==> src/ltrk_pkg.sv <==
`timescale 1ns / 1ps
// Shared types, constants and the 2^(-i/16) table for the product kernel block.
// No dependencies; every other file uses it through scoped names.
package ltrk_pkg;

    localparam int ElemW    = 16;
    localparam int DotW     = 42;
    localparam int DistW    = 41;
    localparam int CfgIdxW  = 2;
    localparam int KvW      = 32;

    localparam logic [ElemW-1:0] OffsetRst = 16'h0000;
    localparam logic [ElemW-1:0] ScaleRst  = 16'h0100;
    localparam logic [ElemW-1:0] InvRst    = 16'h0080;

    // Exponent argument at or above 12.0 (Q.16) gives zero.
    localparam logic [19:0] ExpCutoff = 20'd786432;
    // log2(e) in Q.16.
    localparam logic [16:0] Log2eQ16  = 17'd94548;

    typedef enum logic [CfgIdxW-1:0] {
        REG_OFFSET       = 2'd0,
        REG_SCALE        = 2'd1,
        REG_INV_TWO_M_SQ = 2'd2
    } t_reg_idx;

    typedef enum logic [3:0] {
        ST_ACC,
        ST_MUL_D,
        ST_ARG,
        ST_LOG,
        ST_INTERP,
        ST_SHIFT,
        ST_MUL_M,
        ST_SUM_M,
        ST_MUL_S,
        ST_DONE
    } t_state;

    typedef struct packed {
        logic acc_en;
        logic ld_d;
        logic ld_arg;
        logic ld_t;
        logic ld_v;
        logic ld_e;
        logic ld_mp;
        logic ld_m1;
        logic ld_sp;
        logic ld_out;
    } t_dp_cmd;

    typedef struct packed {
        logic out_free;
    } t_dp_stat;

    // 2^(-i/16) in Q1.16 for i = 0..16.
    function automatic logic [16:0] pow2_neg(input logic [4:0] i);
        logic [16:0] v;
        case (i)
            5'd0:    v = 17'd65536;
            5'd1:    v = 17'd62757;
            5'd2:    v = 17'd60097;
            5'd3:    v = 17'd57549;
            5'd4:    v = 17'd55109;
            5'd5:    v = 17'd52773;
            5'd6:    v = 17'd50535;
            5'd7:    v = 17'd48393;
            5'd8:    v = 17'd46341;
            5'd9:    v = 17'd44376;
            5'd10:   v = 17'd42495;
            5'd11:   v = 17'd40693;
            5'd12:   v = 17'd38968;
            5'd13:   v = 17'd37316;
            5'd14:   v = 17'd35734;
            5'd15:   v = 17'd34219;
            default: v = 17'd32768;
        endcase
        return v;
    endfunction

endpackage

==> src/ltrk_ctrl.sv <==
`timescale 1ns / 1ps
// Controller: accumulate state, then a fixed sequence of back-end steps per pair.
// Depends on ltrk_pkg for the state enum and the command/status structs.
module ltrk_ctrl (
    input  logic               i_clk,
    input  logic               i_rst_n,
    input  logic               i_in_valid,
    input  logic               i_last,
    input  ltrk_pkg::t_dp_stat i_stat,
    output logic               o_in_ready,
    output ltrk_pkg::t_dp_cmd  o_cmd
);

    ltrk_pkg::t_state r_state;
    ltrk_pkg::t_state n_state;

    always_ff @(posedge i_clk) begin
        if (!i_rst_n) begin
            r_state <= ltrk_pkg::ST_ACC;
        end else begin
            r_state <= n_state;
        end
    end

    always_comb begin
        n_state = r_state;
        unique case (r_state)
            ltrk_pkg::ST_ACC: begin
                if (i_in_valid && i_last) begin
                    n_state = ltrk_pkg::ST_MUL_D;
                end
            end
            ltrk_pkg::ST_MUL_D:  n_state = ltrk_pkg::ST_ARG;
            ltrk_pkg::ST_ARG:    n_state = ltrk_pkg::ST_LOG;
            ltrk_pkg::ST_LOG:    n_state = ltrk_pkg::ST_INTERP;
            ltrk_pkg::ST_INTERP: n_state = ltrk_pkg::ST_SHIFT;
            ltrk_pkg::ST_SHIFT:  n_state = ltrk_pkg::ST_MUL_M;
            ltrk_pkg::ST_MUL_M:  n_state = ltrk_pkg::ST_SUM_M;
            ltrk_pkg::ST_SUM_M:  n_state = ltrk_pkg::ST_MUL_S;
            ltrk_pkg::ST_MUL_S:  n_state = ltrk_pkg::ST_DONE;
            ltrk_pkg::ST_DONE: begin
                if (i_stat.out_free) begin
                    n_state = ltrk_pkg::ST_ACC;
                end
            end
            default:             n_state = ltrk_pkg::ST_ACC;
        endcase
    end

    always_comb begin
        o_cmd      = '0;
        o_in_ready = 1'b0;
        unique case (r_state)
            ltrk_pkg::ST_ACC: begin
                o_in_ready   = 1'b1;
                o_cmd.acc_en = i_in_valid;
            end
            ltrk_pkg::ST_MUL_D:  o_cmd.ld_d   = 1'b1;
            ltrk_pkg::ST_ARG:    o_cmd.ld_arg = 1'b1;
            ltrk_pkg::ST_LOG:    o_cmd.ld_t   = 1'b1;
            ltrk_pkg::ST_INTERP: o_cmd.ld_v   = 1'b1;
            ltrk_pkg::ST_SHIFT:  o_cmd.ld_e   = 1'b1;
            ltrk_pkg::ST_MUL_M:  o_cmd.ld_mp  = 1'b1;
            ltrk_pkg::ST_SUM_M:  o_cmd.ld_m1  = 1'b1;
            ltrk_pkg::ST_MUL_S:  o_cmd.ld_sp  = 1'b1;
            ltrk_pkg::ST_DONE:   o_cmd.ld_out = i_stat.out_free;
            default:             o_cmd        = '0;
        endcase
    end

    // Only one datapath step is commanded in any cycle.
    a_cmd_onehot: assert property (@(posedge i_clk) disable iff (!i_rst_n)
        $onehot0(o_cmd))
        else $error("more than one datapath command at once");

    // A word with last set always starts the back-end sequence.
    a_last_starts: assert property (@(posedge i_clk) disable iff (!i_rst_n)
        (o_in_ready && i_in_valid && i_last) |=> (r_state == ltrk_pkg::ST_MUL_D))
        else $error("last word did not start the back end");

    // Once the result register is free, the final step hands control back to input.
    a_done_returns: assert property (@(posedge i_clk) disable iff (!i_rst_n)
        (r_state == ltrk_pkg::ST_DONE && i_stat.out_free) |=> (r_state == ltrk_pkg::ST_ACC))
        else $error("back end did not return to accumulation");

endmodule

==> config.mk <==
export PLATFORM = sky130hd
export DESIGN_NAME = ltrk_ctrl
export DESIGN_NICKNAME = d
export VERILOG_FILES = /design/src/ltrk_pkg.sv /design/src/ltrk_ctrl.sv
export SDC_FILE = /design/constraint.sdc
export NUM_CORES = 1
export LEC_CHECK = 0
export BUFFER_PORTS_ARGS = -buffer_cell sky130_fd_sc_hd__buf_2
export CORE_AREA = 2 2 39 41
export DETAILED_ROUTE_END_ITERATION = 12
export DIE_AREA = 0 0 41 43
export MAX_ROUTING_LAYER = met4
export PLACE_DENSITY = 0.52
export REMOVE_ABC_BUFFERS = 1
export SYNTH_ARGS = -nofsm -noshare
export SYNTH_HDL_FRONTEND = slang
export SYNTH_SLANG_ARGS = --single-unit
==> constraint.sdc <==
create_clock -name i_clk -period 1.25 [get_ports i_clk]
set_input_delay 0.1875 -clock i_clk [delete_from_list [all_inputs] [get_ports i_clk]]
set_output_delay 0.1875 -clock i_clk [all_outputs]
set_load 0.01 [all_outputs]
==> flow_summary.yaml <==
run_status:
  status: "finished with violations"
  violations: "setup timing"
setup_path:
  crit_required_ns: 1.06
  slowest_stage: "dfxtp_4"
  cp-end-kind: "output pin"
  crit_path_max_fanout: 5
  crit_path_max_incr_delay_ns: 0.36
  crit_type: "reg2out"
  arrival_ns: 1.18
  path_cells: "nor4_4 > and2_4 > buf_6"
  cp_top_family: "simple AND/OR/NAND/NOR gates"
  startpoint_type: "register"
  crit_buf_inv: 1
die:
  core_sq_mm: 0.00138
  io_pins: 16
  start_util: 0.216
  die_y_um: 43
  dieWidth_um: 41
  rows: 14
  dieArea_sq_mm: 0.00176
flow_run:
  max-cap-violations: 0
power_and_ir_drop:
  total_power_mw: 0.680
  ir_drop_uv: 663
  power.density_mw_per_mm2: 1250
  cellLeakagePower_nw: 0.272
layout:
  diodes: 0
  syn_to_final_growth_pct: 81.6
  largest_reg_flops: 4
  top_regs: "r_state: 4 flops"
  drive_above_1_share: 0.714
  fin_cells: 79
  regMostFlops: "r_state"
  fill_cells: 152
  final_nets: 70
synth:
  seq_area_frac_synth: 0.268
  synth_top_cells_by_count: "8 x nor2_1, 5 x nand2_1, 4 x dfxtp_1, 4 x nand2b_1, 3 x nor3_1"
  yosys-top-cells-area: "dfxtp_1 27%, nor2_1 10%, nand2b_1 8.4%, buf_6 7.5%, nor4_4 7.1%"
  synth_top_flop_cell: "dfxtp_1"
  synth.most_common_cell: "nor2_1"
  synthDistinctLibCells: 17
  synth_top_area_share: 0.268
  syn_inst: 38
  yosysTopAreaCell: "dfxtp_1"
  synth_seq_cells: 4
  async_flop_share: 0
  avgSynthCellArea_sq_um: 7.87
  yosys_warnings: 0
  synthesis.area_sq_um: 299
  synth_edf_count: 0
placement:
  dpl.cell_count: 71
  gp_congestion: 0.664
  dp_slack_ns: 0.0585
  io_buffer_count: 15
  dpl.hpwl_um: 546
clock_tree:
  numCtsBuffers: 3
  worst_skew_pair.late_latency_ns: 0.23
  cts.htree.levels: 1
  ctsHoldBuffers: 0
  tritoncts: "built"
  cts_buffer_depth: 2
  clock-root-buffer: "clkbuf_4"
  clkTransAtPathRegs_ns: 0.04
  clock-sinks: 4
sta:
  finalHoldViolCount: 0
  fmaxAchievable_mhz: 730
  period_share: 1.10
  rsz0062_at_grt: "yes"
  slew_violations: 0
  tightest_slew_ns: 0.240
  min_period_ns: 1.37
  finalSetupTns_ns: -0.193
  fin_ws_ns: -0.119
  slew_headroom: 0.839
  whs_ns: 0.245
  fin_worst_skew_ns: 0.00294
  setup-violations-final: 3
detailed_routing:
  ant_nets: 0
  drcViolationCount: 0
  routed_via_density: 4.16
  dr.first_iter.drc_count: 2
  routedWlPerCell_um: 8.61
  dr.pass1.iters: 2
  wl_um: 680
  vias: 329
grt:
  grt_usage: 0.104
  first_global_vias: 295
  antenna_found_initial: 0
  globalRouteOverflowTotal: 0
  grt_max_degree: 8
  grt_pass1_wl_um: 1170
hold_path:
  hp-class: "in2reg"
-- layer usage --
metal / global-route usage / routed length [um] / part of all wire
met5: - / 0 / 0
met3: 0.0471 / 35 / 0.051
met1: 0.123 / 283 / 0.42
met4: 0.0600 / 0 / 0
met2: 0.141 / 361 / 0.53
-- repair_timing --
item,4_1_cts,5_1_grt
gates resized for setup,11,13
pin swaps,3,4
buffers inserted,3,2
cloned,0,0
setup endpoints to repair,11,11
-- power by group --
group / total [mW] / switching, mW / leakage (nW) / internal (mW)
Combinational: 0.325 / 0.139 / 0.223 / 0.186
Clock: 0.155 / 0.0476 / 0.0138 / 0.107
Sequential: 0.200 / 0.0490 / 0.0356 / 0.151
Total: 0.680 / 0.236 / 0.272 / 0.445
-- layout make-up --
class,instances,area [sq um],share of cell area
repair buffers,24,159,0.293
inverters,2,7.51,0.0138
well taps,16,20.0,0.0369
clock buffers,3,22.5,0.0415
multi-input cells,30,239,0.440
flip-flops and latches,4,95.1,0.175
-- worst paths after layout --
path                                   to  slack, ns  depth (start not counted)                    start
setup / recovery                 o_cmd[9]      -0.12                          3  r_state[0]$_SDFFE_PN0P_
hold / removal    r_state[1]$_SDFFE_PN0P_       0.25                          3                  i_rst_n
setup reg to reg  r_state[3]$_SDFFE_PN0P_       0.24                          3  r_state[0]$_SDFFE_PN0P_
hold reg to reg   r_state[2]$_SDFFE_PN0P_       0.59                          2  r_state[2]$_SDFFE_PN0P_
-- kinds of logic after synthesis --
family	count (synthesis)	synth area share
xor+xnor	2	0.0586
flops	4	0.268
compound gates	3	0.100
simple gates	25	0.473
buf+inv	4	0.100
-- worst min-delay path, stage by stage --
cell      delay, ns
buf_2          0.10
nand2b_1       0.09
nor2_1         0.05
-- stage by stage --
stage | cell area, sq um | utilization
floorplan | 277 | -
global placement | 402 | 0.290
detailed placement | 402 | 0.290
CTS | 478 | 0.345
global route | 543 | 0.392
finish | 543 | 0.392
-- cells in the final DEF (no fill, tap or decap), types with 2 or more instances in the layout --
| master | Yosys | final |
|---|---|---|
| clkbuf_4 | 0 | 3 |
| nand2_2 | 0 | 2 |
| dfxtp_4 | 0 | 4 |
| nor2_2 | 0 | 2 |
| nand2_1 | 5 | 3 |
| nor2_4 | 0 | 2 |
| nand2b_1 | 4 | 3 |
| buf_4 | 0 | 8 |
| nor3_2 | 0 | 3 |
| nand2b_4 | 1 | 2 |
| buf_2 | 0 | 13 |
| nor2_1 | 8 | 4 |
| buf_6 | 2 | 3 |
| inv_1 | 2 | 2 |
Power figures use the tool's default switching activity.
